[src/hw/rtl/rltok_pkg.sv]
`timescale 1ns / 1ps
// Shared types and constants of the RTSP line tokenizer.
// No dependencies; imported by rltok_step and rtsp_line_tokenizer_unit.
package rltok_pkg;

  localparam int COUNT_BITS = 12;
  localparam int TCNT_W     = 12;
  localparam int BYTE_W     = 8;
  localparam int RES_MAX    = 3;
  localparam int RES_N_W    = $clog2(RES_MAX + 1);
  localparam int QDEPTH     = 4;
  localparam int QCNT_W     = $clog2(QDEPTH + 1);

  localparam logic [BYTE_W-1:0] CH_NUL    = 8'h00;
  localparam logic [BYTE_W-1:0] CH_SPACE  = 8'h20;
  localparam logic [BYTE_W-1:0] CH_QUOTE  = 8'h22;
  localparam logic [BYTE_W-1:0] CH_BSLASH = 8'h5C;
  localparam logic [BYTE_W-1:0] CH_DEL    = 8'h7F;
  localparam logic [BYTE_W-1:0] CH_CTRL_MAX = 8'h1F;

  typedef struct packed {
    logic [BYTE_W-1:0] data;
    logic              token_end;
    logic              line_done;
    logic [TCNT_W-1:0] token_count;
    logic              last;
  } rltok_res_t;

  typedef struct packed {
    logic                  in_quotes;
    logic                  after_backslash;
    logic                  token_open;
    logic [COUNT_BITS-1:0] tokens_seen;
  } rltok_state_t;

  function automatic rltok_res_t mk_res(input logic [BYTE_W-1:0] data,
                                        input logic tend,
                                        input logic done,
                                        input logic [TCNT_W-1:0] cnt);
    rltok_res_t r;
    r.data        = data;
    r.token_end   = tend;
    r.line_done   = done;
    r.token_count = cnt;
    r.last        = 1'b0;
    return r;
  endfunction

endpackage

[src/hw/rtl/rltok_step.sv]
`timescale 1ns / 1ps
// Per-item decode of the tokenizer: results and next state for one byte.
// Depends on rltok_pkg.
module rltok_step (
  input  logic [7:0]                  in_byte,
  input  logic                        in_line_end,
  input  rltok_pkg::rltok_state_t     state_i,
  output rltok_pkg::rltok_state_t     state_o,
  output rltok_pkg::rltok_res_t       res_o [rltok_pkg::RES_MAX],
  output logic [rltok_pkg::RES_N_W-1:0] res_n
);
  import rltok_pkg::*;

  localparam int CW = COUNT_BITS + TCNT_W;
  localparam logic [COUNT_BITS-1:0] COUNT_MAX = {COUNT_BITS{1'b1}};
  localparam logic [TCNT_W-1:0]     TCNT_MAX  = {TCNT_W{1'b1}};

  logic [COUNT_BITS-1:0] seen1;
  logic [COUNT_BITS-1:0] seen2;
  logic                  esc_ok;
  logic [BYTE_W-1:0]     esc_code;
  logic                  is_sep;
  logic                  is_blank;

  function automatic logic [TCNT_W-1:0] sat_cnt(input logic [COUNT_BITS-1:0] v);
    logic [CW-1:0] w;
    w = {{TCNT_W{1'b0}}, v};
    if (w > CW'(TCNT_MAX)) begin
      return TCNT_MAX;
    end
    return w[TCNT_W-1:0];
  endfunction

  assign seen1 = (state_i.tokens_seen == COUNT_MAX) ? state_i.tokens_seen
                                                    : state_i.tokens_seen + 1'b1;
  assign seen2 = (seen1 == COUNT_MAX) ? seen1 : seen1 + 1'b1;

  assign is_sep = in_byte inside {"(", ")", "[", "]", "{", "}", "<", ">",
                                  "@", ",", ";", ":", CH_BSLASH, "/", "?", "="};
  assign is_blank = (in_byte == CH_SPACE) || (in_byte <= CH_CTRL_MAX) ||
                    (in_byte == CH_DEL);

  always_comb begin
    esc_ok   = 1'b1;
    esc_code = in_byte;
    case (in_byte)
      CH_BSLASH: esc_code = CH_BSLASH;
      CH_QUOTE:  esc_code = CH_QUOTE;
      "n":       esc_code = 8'h0A;
      "r":       esc_code = 8'h0D;
      "t":       esc_code = 8'h09;
      "a":       esc_code = 8'h07;
      "f":       esc_code = 8'h0C;
      "v":       esc_code = 8'h0B;
      "b":       esc_code = 8'h08;
      "e":       esc_code = 8'h1B;
      "0":       esc_ok   = 1'b0;
      CH_NUL:    esc_ok   = 1'b0;
      default:   esc_code = in_byte;
    endcase
  end

  always_comb begin
    state_o = state_i;
    res_n   = '0;
    for (int i = 0; i < RES_MAX; i++) begin
      res_o[i] = mk_res('0, 1'b0, 1'b0, '0);
    end

    if (in_line_end) begin
      if (state_i.token_open) begin
        res_o[0] = mk_res('0, 1'b1, 1'b0, '0);
        res_o[1] = mk_res('0, 1'b0, 1'b1, sat_cnt(seen1));
        res_n    = RES_N_W'(2);
      end else begin
        res_o[0] = mk_res('0, 1'b0, 1'b1, sat_cnt(state_i.tokens_seen));
        res_n    = RES_N_W'(1);
      end
      state_o = '0;
    end else if (state_i.in_quotes) begin
      if (state_i.after_backslash) begin
        if (esc_ok) begin
          res_o[0] = mk_res(esc_code, 1'b0, 1'b0, '0);
          res_n    = RES_N_W'(1);
        end
        state_o.after_backslash = 1'b0;
        state_o.token_open      = 1'b1;
      end else if (in_byte == CH_QUOTE) begin
        res_o[0]            = mk_res('0, 1'b1, 1'b0, '0);
        res_n               = RES_N_W'(1);
        state_o.tokens_seen = seen1;
        state_o.in_quotes   = 1'b0;
        state_o.token_open  = 1'b0;
      end else if (in_byte == CH_BSLASH) begin
        state_o.after_backslash = 1'b1;
        state_o.token_open      = 1'b1;
      end else if (in_byte != CH_NUL) begin
        res_o[0]           = mk_res(in_byte, 1'b0, 1'b0, '0);
        res_n              = RES_N_W'(1);
        state_o.token_open = 1'b1;
      end
    end else if (in_byte == CH_QUOTE) begin
      if (state_i.token_open) begin
        res_o[0]            = mk_res('0, 1'b1, 1'b0, '0);
        res_n               = RES_N_W'(1);
        state_o.tokens_seen = seen1;
      end
      state_o.in_quotes       = 1'b1;
      state_o.after_backslash = 1'b0;
      state_o.token_open      = 1'b0;
    end else if (is_sep) begin
      if (state_i.token_open) begin
        res_o[0]            = mk_res('0, 1'b1, 1'b0, '0);
        res_o[1]            = mk_res(in_byte, 1'b0, 1'b0, '0);
        res_o[2]            = mk_res('0, 1'b1, 1'b0, '0);
        res_n               = RES_N_W'(3);
        state_o.tokens_seen = seen2;
      end else begin
        res_o[0]            = mk_res(in_byte, 1'b0, 1'b0, '0);
        res_o[1]            = mk_res('0, 1'b1, 1'b0, '0);
        res_n               = RES_N_W'(2);
        state_o.tokens_seen = seen1;
      end
      state_o.token_open = 1'b0;
    end else if (is_blank) begin
      if (state_i.token_open) begin
        res_o[0]            = mk_res('0, 1'b1, 1'b0, '0);
        res_n               = RES_N_W'(1);
        state_o.tokens_seen = seen1;
      end
      state_o.token_open = 1'b0;
    end else begin
      res_o[0]           = mk_res(in_byte, 1'b0, 1'b0, '0);
      res_n              = RES_N_W'(1);
      state_o.token_open = 1'b1;
    end

    for (int i = 0; i < RES_MAX; i++) begin
      res_o[i].last = (RES_N_W'(i) + RES_N_W'(1) == res_n);
    end
  end

endmodule

[src/hw/rtl/rtsp_line_tokenizer_unit.sv]
`timescale 1ns / 1ps
// Top level of the RTSP line tokenizer: state registers and result queue.
// Depends on rltok_pkg and rltok_step.

// The tokenizer takes one character (or a line-end marker) per item and
// emits token bytes, token ends and a final count result on the output
// channel, one result per cycle while out_ready is high. An item is decoded
// in the cycle it is accepted and its zero to three results go into a
// four-entry result queue; a new item is accepted whenever the queue has
// room for three more results, so input items that cause at most one
// result flow at one item per cycle while the consumer takes every result,
// and a single result held by a stalled consumer does not block the next
// item. Throughput is set by the single output port draining that queue;
// the most results, three, come from a separator closing an open token.
module rtsp_line_tokenizer_unit (
  input  logic        clk,
  input  logic        rst_n,
  input  logic        in_valid,
  output logic        in_ready,
  input  logic [7:0]  in_byte,
  input  logic        in_line_end,
  output logic        out_valid,
  input  logic        out_ready,
  output logic [7:0]  out_byte,
  output logic        out_token_end,
  output logic        out_line_done,
  output logic [11:0] out_token_count,
  output logic        out_last
);
  import rltok_pkg::*;

  rltok_state_t          state_r;
  rltok_state_t          state_nxt;
  rltok_res_t            step_res [RES_MAX];
  logic [RES_N_W-1:0]    step_n;
  rltok_res_t            q_r   [QDEPTH];
  rltok_res_t            q_nxt [QDEPTH];
  rltok_res_t            q_sh  [QDEPTH];
  logic [QCNT_W-1:0]     qcnt_r;
  logic [QCNT_W-1:0]     qcnt_nxt;
  logic [QCNT_W-1:0]     base;
  logic                  pop;
  logic                  acc;

  rltok_step u_step (
    .in_byte     (in_byte),
    .in_line_end (in_line_end),
    .state_i     (state_r),
    .state_o     (state_nxt),
    .res_o       (step_res),
    .res_n       (step_n)
  );

  assign out_valid = (qcnt_r != '0);
  assign pop       = out_valid & out_ready;
  assign base      = qcnt_r - QCNT_W'(pop);
  assign in_ready  = (base <= QCNT_W'(QDEPTH - RES_MAX));
  assign acc       = in_valid & in_ready;

  always_comb begin
    for (int i = 0; i < QDEPTH - 1; i++) begin
      q_sh[i] = pop ? q_r[i + 1] : q_r[i];
    end
    q_sh[QDEPTH-1] = q_r[QDEPTH-1];

    for (int i = 0; i < QDEPTH; i++) begin
      q_nxt[i] = q_sh[i];
      for (int k = 0; k < RES_MAX; k++) begin
        if (acc && (RES_N_W'(k) < step_n) &&
            (base + QCNT_W'(k) == QCNT_W'(i))) begin
          q_nxt[i] = step_res[k];
        end
      end
    end

    qcnt_nxt = base + (acc ? QCNT_W'(step_n) : QCNT_W'(0));
  end

  always_ff @(posedge clk) begin
    if (!rst_n) begin
      qcnt_r  <= '0;
      state_r <= '0;
    end else begin
      qcnt_r <= qcnt_nxt;
      if (acc) begin
        state_r <= state_nxt;
      end
    end
  end

  always_ff @(posedge clk) begin
    for (int i = 0; i < QDEPTH; i++) begin
      q_r[i] <= q_nxt[i];
    end
  end

  assign out_byte        = q_r[0].data;
  assign out_token_end   = q_r[0].token_end;
  assign out_line_done   = q_r[0].line_done;
  assign out_token_count = q_r[0].token_count;
  assign out_last        = q_r[0].last;

endmodule

[config.mk]
export PLATFORM = sky130hd
export DESIGN_NAME = rtsp_line_tokenizer_unit
export DESIGN_NICKNAME = d
export VERILOG_FILES = /design/src/hw/rtl/rltok_pkg.sv /design/src/hw/rtl/rltok_step.sv /design/src/hw/rtl/rtsp_line_tokenizer_unit.sv
export SDC_FILE = /design/constraint.sdc
export NUM_CORES = 1
export LEC_CHECK = 0
export CAP_MARGIN = 20
export CORE_MARGIN = 4
export CORE_UTILIZATION = 54
export CTS_CLUSTER_SIZE = 14
export DETAILED_ROUTE_END_ITERATION = 8
export DONT_BUFFER_PORTS = 1
export PLACE_DENSITY = 0.79
export SLEW_MARGIN = 10
export SYNTH_ARGS = -nofsm -noshare
export SYNTH_HDL_FRONTEND = slang
export SYNTH_SLANG_ARGS = --single-unit
[constraint.sdc]
create_clock -name clk -period 11.64 [get_ports clk]
set_input_delay 1.164 -clock clk [delete_from_list [all_inputs] [get_ports clk]]
set_output_delay 1.164 -clock clk [all_outputs]
set_load 0.1 [all_outputs]
# After elaboration in Yosys (flattened, before gate mapping)
# Memory sizes are Yosys's and may differ from the RTL's.
# Cells that the tools add are included.
# totals
ff_bits	18
ramBits	92
elab_cells	163
mem_count	1
# classes
n_addsub	6
magnitude_cmp	5
n_eq_ne	45
n_mux	69
bitwise_logic	2
reduce_logical	30
# memory_table
name	words	width	rd	rd_ports_with_merged_regs	write_ports	line	text
q_r	4	23	4	0	4	rtsp_line_tokenizer_unit.sv:36	rltok_res_t q_r [QDEPTH];
# ops
cell	count
two-way mux 23 bit	25
two-way mux 46 bit	5
equality test 8 x 7 -> 1 bit (second input constant)	15
equality test 8 x 6 -> 1 bit (second input constant)	13
two-way mux 12 bit	7
one-hot mux 8 bit (10 select lines)	1
two-way mux 15 bit	4
two-way mux 13 bit	2
adder 12 x 1 -> 12 bit (second input constant)	2
equality test 12 bit (second input constant)	2
two-way mux 2 bit	11
equality test 3 x 2 -> 1 bit (second input constant)	6
nonzero test 16 bit	1
logical AND 1 bit	15
two-way mux 14 bit	1
two-way mux 1 bit	13
equality test 3 x 1 -> 1 bit (second input constant)	3
zero test 3 bit	3
less-or-equal comparator 8 x 5 -> 1 bit (second input constant)	1
zero test 8 bit	1
nonzero test 8 bit	1
inequality test 6 x 3 -> 1 bit (second input constant)	1
nonzero test 3 bit	2
equality test 2 bit (first input constant)	2
16 further kinds	20

# Logic depth before layout (Yosys ltp)
# logic_depth
depth_word	14
ltp_mapped	19

# Hierarchy
# From an unflattened synthesis, not the netlist that was laid out.
# hier_totals
hier_cells	1003
area_unflattened_um2	8484.4
# by_module_without_submodules
mod	instances	cells_each	area_per_inst_um2
rtsp_line_tokenizer_unit	1	547	5694.2
rltok_step	1	456	2790.2

# Worst setup path after synthesis
# No wires, ideal clock.
# synth_path
path_type	register to register
startpoint	reg qcnt_r[2] (netlist name)
endpoint	mem q_r[2][0] in the netlist's numbering (enable)
arrival_ps	5728
t_required_ps	11343
slack_ps	5615
path_stages_with_launch	19
path_buffers	6
period_less_slack_ps	6025
path_cell_list	dfxtp_1 > or3_1 > clkbuf_1 > nand2_1 > inv_1 > buf_1 > buf_1 > ha_1 > ha_1 > xnor2_1 > ha_1 > a22o_1 > and2_1 > clkbuf_1 > o21ai_2 > or4_4 > buf_6 > buf_6 > nand2_1
# synth_lines
element	line
to (decl)	rtsp_line_tokenizer_unit.sv:36

# Worst setup path after layout
# layout_path
startpoint	reg qcnt_r[2]
endpoint	reg state_r[2] in the netlist's numbering
# layout_via
elab_chain_cells	6
# layout_rtl
element	line	text
from (decl)	rtsp_line_tokenizer_unit.sv:39	logic [QCNT_W-1:0] qcnt_r;
from (signal assigned)	rtsp_line_tokenizer_unit.sv:84	qcnt_r <= qcnt_nxt;
nonzero test 3 bit	rtsp_line_tokenizer_unit.sv:54	assign out_valid = (qcnt_r != '0);
net out_valid	rtsp_line_tokenizer_unit.sv:22	output logic out_valid,
AND 1 bit	rtsp_line_tokenizer_unit.sv:55	assign pop = out_valid & out_ready;
subtractor 3 x 1 -> 3 bit	rtsp_line_tokenizer_unit.sv:56	assign base = qcnt_r - QCNT_W'(pop);
less-or-equal comparator 3 x 1 -> 1 bit	rtsp_line_tokenizer_unit.sv:57	assign in_ready = (base <= QCNT_W'(QDEPTH - RES_MAX));
net in_ready	rtsp_line_tokenizer_unit.sv:19	output logic in_ready,
AND 1 bit	rtsp_line_tokenizer_unit.sv:58	assign acc = in_valid & in_ready;
AND reduction 4 bit (no source line)	n/a	
to (signal assigned)	rtsp_line_tokenizer_unit.sv:86	state_r <= state_nxt;
to (decl)	rtsp_line_tokenizer_unit.sv:32	rltok_state_t state_r;
# The timed path passes the listed nets, and every way through them passes these cells.
# A chain may end at the register's enable or synchronous reset.

==> summary.txt <==
Routing
  • Starting DRT DRC Count: 985
  • Detail-routed net length per standard cell: 20.07 um
  • Wire length reported by the detailed router: 22.88 mm
  • Post-route antenna net violation count: 0
  • Vias/cell: 6.878
  • Residual DRC count: 0
  • Via count: 7841
  • First-pass iteration count of the detailed router: 5

Floorplan
  • DIE WIDTH: 129.1 um
  • Die Span Y: 129.1 um
  • Total die area: 0.01666 mm^2
  • Core area: 0.01410 mm^2
  • Initial Util: 0.5614
  • Number of primary I/O pins: 38
  • Number of placement rows: 43

Final layout
  • Net count reported at finish: 976
  • Final antenna diode count: 0
  • Number of filler cells placed in the layout: 1274
  • Commonest cells after routing, fill and taps aside: 144 x nand2_1, 102 x dfxtp_1, 78 x nor2_1
  • Ratio of cells with drive above 1 in the final layout: 0.09583
  • Most common cell after layout, fill and taps aside: nand2_1
  • Area grow syn2layout: 1.960%

Worst setup path
  • Worst EP required: 11.92 ns
  • Peak fanout along the critical path: 27
  • CP Data Arrival Time: 6.52 ns
  • Top delay family on crit path: simple AND/OR/NAND/NOR gates
  • Critical path capture point type: register
  • CP peak stage delay: 0.99 ns
  • Cell chain of the critical path: or3_1 > nand2_1 > buf_4 > inv_2 > ha_1 > ha_1 > xnor2_1 > ha_1 > a22o_1 > nand2_1 > or4_1 > nor4_1 > o21ai_1 > o31ai_1
  • CP startpoint kind: register
  • Cell at the slowest stage of the critical path: or4_1
  • Number of buffers and inverters on the critical path: 2
  • Dominant cell type by count on the critical path: ha_1
  • Crit path kind: register to register

Synth
  • Netlist area before placement: 0.007914 mm^2
  • Library cells used by synthesis: 85
  • Seq cells post-synth: 110
  • Synthesis warning total: 0
  • Average size of a mapped cell: 7.743 um^2
  • Total nets after synthesis: 1043
  • Async set or reset register ratio after synthesis: 0
  • Predominant post-synthesis flop cell: dfxtp_1
  • Share of synthesized area occupied by flip-flops and latches: 0.2884
  • Count of mapped cells out of synthesis: 1022
  • Number of enable flip-flop cells after synthesis: 8

Global routing
  • Aggregate global routing overflow: 0
  • Initial antenna violation count: 0
  • Global-route wire length before repair: 37.18 mm
  • Maximum number of pins on one net before global-route repair: 56
  • Global routing's busiest layer: met1
  • Via count of the first global-routing pass: 6968
  • Met3 capacity usage during global routing: 0.07090
  • Total routing resource utilization after global routing: 0.2738
  • Grt met1 use: 0.4163
  • Met2 track demand over resource in global routing: 0.3851

CTS
  • CTS hold repair buffers: 0
  • Worst-case clock buffer depth: 2
  • Clock net sink count: 110
  • H-tree levels: 3
  • Clk Tree Root Cell: clkbuf_16
  • Worst-Skew Late Latency: 0.37 ns
  • Inserted Clock Buffers: 9
  • Reg clk slew, reported paths: 0.08 ns
  • CTS tree: done
  • Number of post-CTS setup repair buffers: 0
  • CTS resizes: 0

Worst hold path
  • Class of the tightest hold or removal check: register to register

Job
  • Maximum Capacitance Violations: 0

Timing
  • Number of max-slew violations in the final report: 0
  • RSZ-0062 raised after global routing: false
  • Final setup fails: 0
  • Final Worst Setup Slack: 5.396 ns
  • Worst Hold Slack: 0.4553 ns
  • Final min period: 6.244 ns
  • Worst-margin pin slew: 1.088 ns
  • Highest clock frequency the design can meet: 0.1602 GHz
  • Worst slew margin: 0.2747
  • Setup total negative slack: 0 ns
  • Final worst path period share: 0.5364
  • Worst clock skew: 0.009894 ns
  • Number of hold-slack violations in the final timing report: 0

Pwr
  • Leakage power of the design: 2.911 nW
  • Worst vdd rail ir drop: 0.1386 mV
  • Power density relative to cell area: 254.1 mW/mm^2
  • Total power consumption of the routed design: 2.050 mW

Outcome
  • Status: completed

Place
  • DP Worst Slack: 5.483 ns
  • Gpl congestion: 0.9342
  • HPWL Detailed: 16.04 mm
  • Number of I/O port buffers: 0
## worst min-delay path: cells and delay by family, from the launching register on
| family | cells | cell delay [ns] |
|---|---|---|
| flops | 1 | 0.32 |
| simple gates | 1 | 0.05 |
| compound gates | 1 | 0.05 |
## layer usage
metal	share of wire	routed length (um)
met1	0.46	10430
met2	0.42	9548
met3	0.12	2705
met4	0.0087	198
met5	0	0
## metrics by stage
stage | instance area [um^2] | utilization | instances
2_1_floorplan | 7914 | - | 1022
3_3_place_gp | 7769 | 0.5511 | 1124
3_5_place_dp | 7769 | 0.5511 | 1124
4_1_cts | 8069 | 0.5724 | 1140
5_1_grt | 8069 | 0.5724 | 1140
6_report | 8069 | 0.5724 | 1140
## where the power goes
| group | internal [mW] | leakage (nW) | switching [mW] | total (mW) |
|---|---|---|---|---|
| clock | 0.152 | 0.148 | 0.162 | 0.314 |
| sequential | 0.537 | 0.916 | 0.338 | 0.874 |
| combinational | 0.307 | 1.85 | 0.555 | 0.862 |
| total | 0.996 | 2.91 | 1.05 | 2.05 |
## synthesized netlist by cell type (23+ instances only)
cell type / number / area [um^2]
a21oi_1: 76 / 380.4
mux2i_1: 30 / 300.3
and3_1: 31 / 193.9
nand2_1: 144 / 540.5
nor2_1: 78 / 292.8
nand3_1: 43 / 215.2
dfxtp_1: 102 / 2042
a31oi_1: 23 / 143.9
o21ai_0: 32 / 160.2
clkbuf_1: 48 / 180.2
nor3_1: 43 / 215.2
## cells by family after synthesis
logic type                 synth area share
and+or+nand+nor                      0.2749
xor gates and xnor gates            0.01217
buffers and inverters               0.06877
muxes                               0.04364
AOI/OAI and AO/OA                    0.2985
adders and majority gates           0.01360
DFF                                  0.2884
## worst paths after layout
check	cells past startpoint	endpoint	startpoint	slack (ns)
max	14	state_r[2]	qcnt_r[2]	5.40
min	2	q_r[1][2]	q_r[1][2]	0.46
max reg2reg	14	state_r[2]	qcnt_r[2]	5.40
min reg2reg	2	q_r[1][2]	q_r[1][2]	0.46
## sequential cells by signal, indices dropped and copies added, names as in the netlist
register	cells
q_r	92
state_r	15
qcnt_r	3
## area by class of cell
class | count | area (um^2) | share of cell area
well taps | 180 | 225.2 | 0.02791
flip-flops and latches | 110 | 2282 | 0.2828
clock inverters | 7 | 75.07 | 0.009304
inverters | 19 | 71.32 | 0.008839
repair buffers | 13 | 97.59 | 0.01209
multi-input cells | 802 | 5092 | 0.6311
clock buffers | 9 | 225.2 | 0.02791
Note: power is estimated with default switching activity, not from simulation.
